`src/hdl/mdr_pkg.sv`:
```
`timescale 1ns / 1ps

package mdr_pkg;

  // Geometry
  localparam int NUM_PORTS      = 3;
  localparam int CFG_PORTS      = 3;
  localparam int PIN_COUNT      = 24;
  localparam int CHANNELS       = NUM_PORTS * 8;
  localparam int REPORT_LEN     = 1 + CHANNELS / 2;
  localparam int DEBOUNCE_LIMIT = 5;

  // Widths
  localparam int CNT_W     = $clog2(DEBOUNCE_LIMIT + 1);
  localparam int CH_W      = $clog2(CHANNELS);
  localparam int PAIR_W    = CH_W - 1;
  localparam int POS_W     = $clog2(REPORT_LEN);
  localparam int CFG_IDX_W = $clog2(2 * CFG_PORTS);
  localparam int PORT_W    = (CFG_IDX_W > 1) ? CFG_IDX_W - 1 : 1;

  // Register select: low index bit picks enable or pull-up mask
  localparam logic SEL_ENABLE = 1'b0;
  localparam logic SEL_PULLUP = 1'b1;

  // Report constants
  localparam logic [7:0] REPORT_HEADER = 8'h40;
  localparam logic [3:0] NIB_ENABLE    = 4'h8;
  localparam logic [3:0] NIB_PULLUP    = 4'h4;
  localparam logic [3:0] NIB_LEVEL     = 4'h1;

  // Per-channel control from the top level
  typedef struct packed {
    logic sample;
    logic clear;
  } lane_ctrl_t;

endpackage

```
`src/hdl/mdr_lane.sv`:
```
`timescale 1ns / 1ps

module mdr_lane (
  input  logic               clk,
  input  logic               rst,
  input  mdr_pkg::lane_ctrl_t ctrl,
  input  logic               enable,
  input  logic               pin,
  output logic               level
);

  logic                     prev;
  logic [mdr_pkg::CNT_W-1:0] count;

  // Compare against the kept sample and count agreement up to the limit
  always_ff @(posedge clk) begin
    if (rst || ctrl.clear) begin
      prev  <= 1'b0;
      count <= '0;
      level <= 1'b0;
    end else if (ctrl.sample && enable) begin
      prev <= pin;
      if (pin == prev) begin
        if (count < mdr_pkg::CNT_W'(mdr_pkg::DEBOUNCE_LIMIT)) begin
          count <= count + 1'b1;
          if (count == mdr_pkg::CNT_W'(mdr_pkg::DEBOUNCE_LIMIT - 1)) begin
            level <= pin;
          end
        end
      end else begin
        count <= '0;
      end
    end
  end

endmodule

```
`src/hdl/mdr_report.sv`:
```
`timescale 1ns / 1ps

module mdr_report (
  input  logic                         clk,
  input  logic                         rst,
  input  logic                         start,
  input  logic [mdr_pkg::CHANNELS-1:0] enable_vec,
  input  logic [mdr_pkg::CHANNELS-1:0] pullup_vec,
  input  logic [mdr_pkg::CHANNELS-1:0] level_vec,
  output logic                         out_valid,
  input  logic                         out_ready,
  output logic [7:0]                   report_byte,
  output logic [3:0]                   byte_position,
  output logic                         last_byte
);

  logic [mdr_pkg::POS_W-1:0]  pos;
  logic [mdr_pkg::POS_W-1:0]  pair_pos;
  logic [mdr_pkg::PAIR_W-1:0] pair_idx;
  logic [3:0]                 nib [mdr_pkg::CHANNELS];
  logic                       is_last;

  // Build each channel nibble from the lane results
  always_comb begin
    for (int ch = 0; ch < mdr_pkg::CHANNELS; ch++) begin
      nib[ch] = (enable_vec[ch] ? mdr_pkg::NIB_ENABLE : 4'h0)
              | (pullup_vec[ch] ? mdr_pkg::NIB_PULLUP : 4'h0)
              | (level_vec[ch]  ? mdr_pkg::NIB_LEVEL  : 4'h0);
    end
  end

  // Merge the selected pair of lanes into the current byte
  always_comb begin
    pair_pos = pos - 1'b1;
    pair_idx = pair_pos[mdr_pkg::PAIR_W-1:0];
    if (pos == '0) begin
      report_byte = mdr_pkg::REPORT_HEADER;
    end else begin
      report_byte = {nib[{pair_idx, 1'b0}], nib[{pair_idx, 1'b1}]};
    end
    is_last       = (pos == mdr_pkg::POS_W'(mdr_pkg::REPORT_LEN - 1));
    last_byte     = is_last;
    byte_position = 4'(pos);
  end

  // Advance one byte per transfer, restart on a new sampling tick
  always_ff @(posedge clk) begin
    if (rst) begin
      out_valid <= 1'b0;
      pos       <= '0;
    end else if (start) begin
      out_valid <= 1'b1;
      pos       <= '0;
    end else if (out_valid && out_ready) begin
      if (is_last) begin
        out_valid <= 1'b0;
        pos       <= '0;
      end else begin
        pos <= pos + 1'b1;
      end
    end
  end

endmodule

```
`src/hdl/multi_input_debounce_reporter.sv`:
```
`timescale 1ns / 1ps

// Debounces 24 input channels in parallel lanes and reports their status.
// Every tick transfer toggles a parity bit; every second tick samples all
// enabled channels at once and starts a 13-byte report (header 0x40,
// then two channel nibbles per byte, even channel high), one byte per cycle
// while out_ready is high. A non-sampling tick yields no bytes. A sampling
// tick is held off while a report is still streaming. The report reads the
// lane state live, which stays fixed until the next sampling tick or a
// register write; a register write clears the state of the eight channels
// of its port.
module multi_input_debounce_reporter (
  input  logic                               clk,
  input  logic                               rst,
  input  logic                               in_valid,
  output logic                               in_ready,
  input  logic [23:0]                        pin_levels,
  output logic                               out_valid,
  input  logic                               out_ready,
  output logic [7:0]                         report_byte,
  output logic [3:0]                         byte_position,
  output logic                               last_byte,
  input  logic                               cfg_we,
  input  logic [mdr_pkg::CFG_IDX_W-1:0]      cfg_index,
  input  logic [7:0]                         cfg_data
);

  logic                         tick_parity;
  logic [7:0]                   enable_mask [mdr_pkg::NUM_PORTS];
  logic [7:0]                   pullup_mask [mdr_pkg::NUM_PORTS];
  logic [mdr_pkg::PORT_W-1:0]   cfg_port;
  logic                         cfg_hit;
  logic                         tick_xfer;
  logic                         sample;
  logic                         out_done;
  logic [mdr_pkg::CHANNELS-1:0] enable_vec;
  logic [mdr_pkg::CHANNELS-1:0] pullup_vec;
  logic [mdr_pkg::CHANNELS-1:0] level_vec;

  // Decode a register write
  always_comb begin
    cfg_port = cfg_index[mdr_pkg::CFG_IDX_W-1:1];
    cfg_hit  = cfg_we
            && (int'(cfg_index) < 2 * mdr_pkg::CFG_PORTS)
            && (int'(cfg_port) < mdr_pkg::NUM_PORTS);
  end

  // Take a sampling tick only once the serializer is free
  always_comb begin
    out_done  = out_valid && out_ready && last_byte;
    in_ready  = !tick_parity || !out_valid || out_done;
    tick_xfer = in_valid && in_ready;
    sample    = tick_xfer && tick_parity;
  end

  // Hold the tick parity
  always_ff @(posedge clk) begin
    if (rst) begin
      tick_parity <= 1'b0;
    end else if (tick_xfer) begin
      tick_parity <= !tick_parity;
    end
  end

  // Store the mask registers
  always_ff @(posedge clk) begin
    if (rst) begin
      for (int p = 0; p < mdr_pkg::NUM_PORTS; p++) begin
        enable_mask[p] <= 8'h00;
        pullup_mask[p] <= 8'h00;
      end
    end else if (cfg_hit) begin
      for (int p = 0; p < mdr_pkg::NUM_PORTS; p++) begin
        if (int'(cfg_port) == p) begin
          if (cfg_index[0] == mdr_pkg::SEL_ENABLE) begin
            enable_mask[p] <= cfg_data;
          end
          if (cfg_index[0] == mdr_pkg::SEL_PULLUP) begin
            pullup_mask[p] <= cfg_data;
          end
        end
      end
    end
  end

  // One debounce lane per channel
  for (genvar ch = 0; ch < mdr_pkg::CHANNELS; ch++) begin : g_lane
    mdr_pkg::lane_ctrl_t ctrl;
    logic                pin;

    assign enable_vec[ch] = enable_mask[ch / 8][ch % 8];
    assign pullup_vec[ch] = pullup_mask[ch / 8][ch % 8];
    assign ctrl.sample    = sample;
    assign ctrl.clear     = cfg_hit && (int'(cfg_port) == ch / 8);

    if (ch < mdr_pkg::PIN_COUNT) begin : g_pin
      assign pin = pin_levels[ch];
    end else begin : g_nopin
      assign pin = 1'b0;
    end

    mdr_lane u_lane (
      .clk    (clk),
      .rst    (rst),
      .ctrl   (ctrl),
      .enable (enable_vec[ch]),
      .pin    (pin),
      .level  (level_vec[ch])
    );
  end

  // Merge the lanes into the report stream
  mdr_report u_report (
    .clk           (clk),
    .rst           (rst),
    .start         (sample),
    .enable_vec    (enable_vec),
    .pullup_vec    (pullup_vec),
    .level_vec     (level_vec),
    .out_valid     (out_valid),
    .out_ready     (out_ready),
    .report_byte   (report_byte),
    .byte_position (byte_position),
    .last_byte     (last_byte)
  );

endmodule

```
`config.mk`:
```
export PLATFORM = sky130hd
export DESIGN_NAME = multi_input_debounce_reporter
export DESIGN_NICKNAME = d
export VERILOG_FILES = /design/src/hdl/mdr_pkg.sv /design/src/hdl/mdr_lane.sv /design/src/hdl/mdr_report.sv /design/src/hdl/multi_input_debounce_reporter.sv
export SDC_FILE = /design/constraint.sdc
export NUM_CORES = 1
export LEC_CHECK = 0
export BUFFER_PORTS_ARGS = -buffer_cell sky130_fd_sc_hd__buf_2
export CORE_ASPECT_RATIO = 1.1
export CORE_UTILIZATION = 50
export CTS_BUF_LIST = sky130_fd_sc_hd__clkbuf_4 sky130_fd_sc_hd__clkbuf_8 sky130_fd_sc_hd__clkbuf_16
export DETAILED_ROUTE_END_ITERATION = 6
export PLACE_DENSITY = 0.75
export SYNTH_ARGS = -nofsm -noshare
export SYNTH_HDL_FRONTEND = slang
export SYNTH_SLANG_ARGS = --single-unit
```
`constraint.sdc`:
```
create_clock -name clk -period 7.2 [get_ports clk]
set_input_delay 1.44 -clock clk [delete_from_list [all_inputs] [get_ports clk]]
set_output_delay 1.44 -clock clk [all_outputs]
set_load 0.05 [all_outputs]
```
==> results.toml, run 1 <==
[routing]
drt-total-wl_mm = 21.7
drtIter0Drc = 594
wl_per_cell_um = 16.6
route.vias.total = 7741
route.detailed.drc = 0
dr.pass1.iters = 5
drt-vias-per-instance = 5.93
ant_nets = 0

[min_path]
hold_class = "reg2reg"

[clock_network]
cts_tree = "built"
cts_resized = 0
clock_sinks = 174
path_clk_slew_ps = 70
insertion_delay_ps = 430
clock_path_buffers = 2
cts_setup_buffers = 0
cts_max_level = 4
clock-root-buffer = "clkbuf_16"
cts_hold_buffers = 0
cts-buffers-inserted = 17

[global_routing]
grt_start_max_net_pins = 39
grt_pass1_wl_mm = 35.5
overflow = 0
grt.total_usage = 0.227
grt_pass1_vias = 7151
antenna_found_initial = 1

[synthesis]
async_reset_ff_frac = 0
synthCells = 1010
synth_compound_area_frac = 0.155
muxShareOfSynthArea = 0.0662
synth_xor_area_frac = 0.0442
yosysWarnings = 0
avgSynthCellArea_um2 = 9.41
ys_seq_area_frac = 0.417
ys_seq_elements = 174
ys.flop_type = "dfxtp_1"
synth_top_family_by_area = "simple AND/OR/NAND/NOR gates"
ys_types = 46
synth_edf_count = 48
synth_area_mm2 = 0.00950
synth-simple-area-share = 0.206
synthAdderAreaFrac = 0.0671

[setup_path]
worstSetupPathType = "reg2out"
end_kind = "output pin"
critPathArrivalTime_ps = 3470
worst-path-max-fanout = 29
cp-start-kind = "flip-flop"
critPathRequiredTime_ps = 5760

[placement]
dp_hpwl_mm = 15.3
numPortBuffers = 52
globalplace.congestion = 0.845
dpl.cell_count = 1273
dpl_cell_area_mm2 = 0.00993

[finish]
num-fill-cells = 1683
final_area_mm2 = 0.0106
layout_commonest_cell = "dfxtp_1"
multi_input_area_mm2 = 0.00513
regArea_mm2 = 0.00396
drive_gt1_frac = 0.126
final_nets = 1140
final_cell_mix = "126 x dfxtp_1, 113 x a21oi_1, 73 x nand2_1, 62 x inv_1, 60 x o21ai_0"
instances_no_fill = 1305
synthToLayoutAreaGrowth_pct = 11.1
antenna_cells = 0

[floorplan]
num_rows = 52
die_h_um = 147
die_width_um = 133
start_util = 0.514
coreArea_mm2 = 0.0185
pin_count = 55
die_area_mm2 = 0.0196

[sta]
period_share = 0.682
rsz0062_at_grt = "no"
drv_slew = 0
hold_ws_ps = 468
fin_skew_ps = 8.29
hold_viol = 0
min_period_ps = 4910
relSlewSlack = 0.218
tns_ps = 0
tightest_slew_ps = 1170
finalSetupViolCount = 0
fmax_ghz = 0.204

[pwr]
power.density_mw_per_mm2 = 209
peakVddDrop_mv = 0.160
p_leak_nw = 3.78

[job]
drv_cap = 0

[outcome]
run_status = "completed"
[sequential cells by signal, indices dropped and copies added (netlist names)]
signal	cells
g_lane.u_lane.count	72
enable_mask	24
g_lane.u_lane.level	24
g_lane.u_lane.prev	24
pullup_mask	24
u_report.byte_position	4
tick_parity	1
u_report.out_valid	1
[critical path, stage by stage, from the launching register on]
cell and delay [ps]:
dfxtp_1 310, buf_4 380, inv_1 120, ha_1 960
mux4_2 450, mux2_2 290, a22oi_1 190, nand3_1 120
buf_2 230
[area by class of cell]
cell class / instances / share of cell area
Inverter: 62 / 0.0220
Sequential cell: 174 / 0.375
Timing Repair Buffer: 57 / 0.0282
Clock inverter: 10 / 0.00889
Multi-Input combinational cell: 737 / 0.486
Tap cell: 243 / 0.0288
Clock buffer: 22 / 0.0511
[through the flow]
step / power [mW] / utilization / setup slack [ps]
global placement: 1.26 / 0.537 / 2850
global route: 2.28 / 0.571 / 2020
detailed placement: 1.26 / 0.537 / 2690
CTS: 2.22 / 0.571 / 2210
finish: 2.21 / 0.571 / 2290
floorplan: 1.20 / - / 2220
[cells in the mapped netlist, drive strengths merged (28+ instances only)]
cell type / number / area share
nand2: 73 / 0.029
dfxtp: 126 / 0.27
ha: 51 / 0.067
nor3b: 28 / 0.022
nor3: 53 / 0.028
nor2: 59 / 0.023
or4: 34 / 0.027
a21oi: 113 / 0.060
inv: 62 / 0.024
edfxtp: 48 / 0.15
o21ai: 62 / 0.033
[power breakdown]
group,switching (mW),internal (mW)
registers,0.0225,1.04
logic,0.118,0.0629
clock network,0.394,0.569
[per-layer routing]
layer,share of wire,vias to the layer above,GRT usage
li1,-,3794,-
met1,0.46,3730,0.298
met2,0.47,179,0.366
met3,0.046,36,0.0483
met4,0.023,2,0.0892
met5,0.00060,-,0
[cells by family (layout without fill, tap and decap cells)]
kind of cell / count (synthesis) / in the layout
xor gates and xnor gates: 48 / 48
and+or+nand+nor: 352 / 352
adders and majority gates: 51 / 51
muxes: 40 / 40
AOI/OAI and AO/OA: 244 / 244
other: 1 / 2
buffers and inverters: 100 / 151
DFF: 174 / 174
[path summary, 6_finish.rpt]
| path | start | to | slack, ps | depth (start not counted) |
|---|---|---|---|---|
| max | u_report.byte_position[0]$_SDFFE_PP0P_ | report_byte[6] | 2290 | 8 |
| max reg2reg | u_report.byte_position[0]$_SDFFE_PP0P_ | g_lane[12].u_lane.count[0]$_SDFFE_PP0P_ | 3930 | 7 |
| min reg2reg | g_lane[22].u_lane.level$_SDFFE_PP0P_ | g_lane[22].u_lane.level$_SDFFE_PP0P_ | 470 | 2 |
| min | g_lane[22].u_lane.level$_SDFFE_PP0P_ | g_lane[22].u_lane.level$_SDFFE_PP0P_ | 470 | 2 |
(Power assumes the default switching activity.)
==> run 2: changes to the inputs <==
PLACE_DENSITY = 0.78   (was 0.75)
clock period = 4.3 ns   (was 7.2 ns; I/O delays follow)
==> results.toml, run 2 (same netlist as run 1, synthesis figures left out) <==
[setup_path]
worst-path-max-fanout = 13
critPathArrivalTime_ps = 3120
r2r_cells = 8
cp-start-kind = "flip-flop"
worstSetupPathType = "reg2out"
critPathRequiredTime_ps = 3440
end_kind = "output pin"
regToRegSetupSlack_ps = 1720

[placement]
globalplace.congestion = 0.869
numPortBuffers = 52
dp_hpwl_mm = 15.4

[clock_network]
path_clk_slew_ps = 70
cts_tree = "built"
cts_hold_buffers = 0
clock_path_buffers = 2
cts_max_level = 4
insertion_delay_ps = 430
clock-root-buffer = "clkbuf_16"
cts-buffers-inserted = 17
cts_resized = 0
clock_sinks = 174
cts_setup_buffers = 0

[sta]
min_period_ps = 3980
rsz0062_at_grt = "no"
period_share = 0.927
fmax_ghz = 0.251
tightest_slew_ps = 1020
tns_ps = 0
hold_viol = 0
relSlewSlack = 0.319
drv_slew = 0
finalSetupViolCount = 0
fin_skew_ps = 5.94

[floorplan]
pin_count = 55
num_rows = 52
die_width_um = 133
die_area_mm2 = 0.0196
start_util = 0.514
die_h_um = 147
coreArea_mm2 = 0.0185

[routing]
wl_per_cell_um = 16.8
dr.pass1.iters = 6
route.detailed.drc = 0
ant_nets = 0
drt-vias-per-instance = 5.90
route.vias.total = 7714
drt-total-wl_mm = 21.9
drtIter0Drc = 506

[pwr]
peakVddDrop_mv = 0.267
p_comb_frac = 0.079
swShare = 0.233
seq_power_share = 0.465
power.density_mw_per_mm2 = 361
p_leak_nw = 3.81
p_int_mw = 2.94
power_frac_clock = 0.456
switching_power_mw = 0.892

[finish]
antenna_cells = 0
final_cell_mix = "126 x dfxtp_1, 113 x a21oi_1, 73 x nand2_1, 62 x inv_1, 60 x o21ai_0"
largest_register_ffs = 72
regMostFlops = "g_lane.u_lane.count"
final_nets = 1142
drive_gt1_frac = 0.130
layout_commonest_cell = "dfxtp_1"
fin_util = 0.575
synthToLayoutAreaGrowth_pct = 11.9

[global_routing]
grt_pass1_vias = 7223
grt_start_max_net_pins = 39
grt_pass1_wl_mm = 35.5
overflow = 0
antenna_found_initial = 0
grt.total_usage = 0.228

[min_path]
hold_class = "reg2reg"
hold_depth = 2

[outcome]
run_status = "completed"

[job]
drv_cap = 0
run 2: stage by stage:
stage	hold slack, ps	instances	area (um^2)	worst slack [ps]	total power, mW
finish	477	1307	10600	315	3.84
global route	493	1307	10600	134	3.96
CTS	480	1307	10600	341	3.85
detailed placement	469	1275	9960	818	2.12
global placement	455	1275	9960	922	2.11
floorplan	432	1011	9530	101	2.01
run 2: final cells by class:
type | count | area [um^2]
clock buffer | 18 | 433
clock inverter | 14 | 239
fill | 1575 | 7850
inverter | 62 | 233
multi-input combinational | 737 | 5150
sequential | 174 | 3960
tap | 243 | 304
timing repair buffer | 59 | 313
run 2: power by group through the flow:
stage | Sequential, mW | Combinational, mW | Clock [mW]
global placement | 1.81 | 0.293 | 0
detailed placement | 1.82 | 0.300 | 0
CTS | 1.78 | 0.303 | 1.77
global route | 1.79 | 0.334 | 1.84
floorplan | 1.80 | 0.210 | 0
finish | 1.78 | 0.304 | 1.75
run 2: final timing paths:
check                                              start                                       to
setup reg to reg  u_report.byte_position[0]$_SDFFE_PP0P_  g_lane[15].u_lane.count[2]$_SDFFE_PP0P_
hold reg to reg      g_lane[4].u_lane.level$_SDFFE_PP0P_      g_lane[4].u_lane.level$_SDFFE_PP0P_
setup / recovery  u_report.byte_position[0]$_SDFFE_PP0P_                           report_byte[7]
hold / removal       g_lane[4].u_lane.level$_SDFFE_PP0P_      g_lane[4].u_lane.level$_SDFFE_PP0P_
run 2: metal layers:
metal / up-vias / GRT usage / wire length [um]
li1: 3795 / - / -
met1: 3658 / 0.278 / 9280
met2: 208 / 0.390 / 10800
met3: 53 / 0.0410 / 1130
met4: 0 / 0.106 / 684
met5: - / 0 / 0
run 2: critical path, cell delays in order, from the launching register on:
cell      delay (ps)
dfxtp_1          600
inv_1            150
ha_1             490
buf_4            310
mux4_2           520
o21ai_0          100
o221ai_1         230
buf_2            290
==> run 3: changes to the inputs <==
REMOVE_ABC_BUFFERS = 1   (was not set)
==> results.toml, run 3 (same netlist as run 1, synthesis figures left out) <==
[floorplan]
coreArea_mm2 = 0.0185
pin_count = 55
num_rows = 52
die_area_mm2 = 0.0196
die_width_um = 133
die_h_um = 147
start_util = 0.514

[min_path]
hold_class = "reg2reg"
hold_depth = 2
holdPathEnd = "g_lane[3].u_lane.level$_SDFFE_PP0P_"
min_from = "g_lane[3].u_lane.level$_SDFFE_PP0P_"

[routing]
route.detailed.drc = 0
wl_per_cell_um = 17.0
dr.pass1.iters = 5
ant_nets = 0
drt-total-wl_mm = 22.2
route.vias.total = 7827
drtIter0Drc = 642
drt-vias-per-instance = 5.99

[sta]
finalSetupViolCount = 0
period_share = 0.887
fin_ws_ps = 485
min_period_ps = 3810
drv_slew = 0
rsz0062_at_grt = "no"
relSlewSlack = 0.282
fin_skew_ps = 7.62
hold_viol = 0
tightest_slew_ps = 1080
tns_ps = 0
fmax_ghz = 0.262
hold_ws_ps = 464

[setup_path]
rr_endpoint = "g_lane[19].u_lane.count[0]$_SDFFE_PP0P_"
critPathRequiredTime_ps = 3440
critPathArrivalTime_ps = 2950
end_kind = "output pin"
worst-path-max-fanout = 13
r2r_cells = 7
slowest_delay_ps = 510
worstSetupPathType = "reg2out"
slowest_stage = "mux4_2"
timing.rr.start = "u_report.byte_position[1]$_SDFFE_PP0P_"
cp-start-kind = "flip-flop"
cp_cell_sequence = "inv_1 -> ha_1 -> buf_4 -> mux4_2 -> o21ai_0 -> o221ai_1 -> buf_2"
regToRegSetupSlack_ps = 1700

[pwr]
peakVddDrop_mv = 0.302
p_total_mw = 3.73
p_leak_nw = 3.79
power.density_mw_per_mm2 = 353

[global_routing]
antenna_found_initial = 0
grt.total_usage = 0.233
grt_pass1_wl_mm = 36.2
overflow = 0
grt_start_max_net_pins = 39
grt_pass1_vias = 7333

[placement]
numPortBuffers = 52
dp_hpwl_mm = 15.2
dp_slack_ps = 968
dpl.cell_count = 1275
globalplace.congestion = 0.858

[finish]
largest_register_ffs = 72
antenna_cells = 0
final_nets = 1142
final_cell_mix = "126 x dfxtp_1, 113 x a21oi_1, 73 x nand2_1, 62 x inv_1, 60 x o21ai_0"
regMostFlops = "g_lane.u_lane.count"
instances_no_fill = 1307
synthToLayoutAreaGrowth_pct = 11.3
layout_commonest_cell = "dfxtp_1"
drive_gt1_frac = 0.126

[clock_network]
clock_sinks = 174
clock-root-buffer = "clkbuf_16"
cts_setup_buffers = 0
insertion_delay_ps = 430
path_clk_slew_ps = 60
clock_path_buffers = 2
cts_hold_buffers = 0
cts_resized = 0
cts-buffers-inserted = 17
cts_tree = "built"
cts_max_level = 4

[job]
drv_cap = 0

[outcome]
run_status = "completed"
-- run 3: critical path, delay by kind of cell, from the launching register on --
family	cells	cell delay (ps)
buf+inv	3	730
mux	1	510
fa+ha+maj	1	500
compound gates	2	310
flops	1	480
-- run 3: how the worst max path moves through the flow --
stage	start	to	slack, ps	depth (start not counted)
detailed placement	u_report.byte_position[1]$_SDFFE_PP0P_	report_byte[7]	970	7
global route	u_report.byte_position[1]$_SDFFE_PP0P_	report_byte[2]	390	7
CTS	u_report.byte_position[1]$_SDFFE_PP0P_	report_byte[7]	510	7
floorplan	u_report.byte_position[0]$_SDFFE_PP0P_	report_byte[6]	-110	6
finish	u_report.byte_position[1]$_SDFFE_PP0P_	report_byte[7]	490	7
global placement	u_report.byte_position[1]$_SDFFE_PP0P_	report_byte[4]	1040	7
-- run 3: layout make-up --
cell class,instances,area [um^2]
fillers,1603,7900
multi-input cells,737,5130
flip-flops and latches,174,3960
clock buffers,21,468
repair buffers,59,313
well taps,243,304
inverters,62,233
clock inverters,11,165
-- run 3: where the power goes --
part	switching, mW	internal [mW]
logic	0.194	0.105
clock network	0.632	1.01
registers	0.0435	1.74
-- run 3: routing by layer --
metal  GRT usage  share of wire  vias up
met4       0.100          0.029        0
li1            -              -     3789
met2       0.392           0.49      257
met3      0.0431          0.056       54
met5           0              0        -
met1       0.290           0.42     3727
-- run 3: stage by stage --
| step | cell area, um^2 | utilization |
|---|---|---|
| floorplan | 9320 | - |
| global placement | 9940 | 0.538 |
| detailed placement | 9940 | 0.538 |
| CTS | 10600 | 0.572 |
| global route | 10600 | 0.572 |
| finish | 10600 | 0.572 |
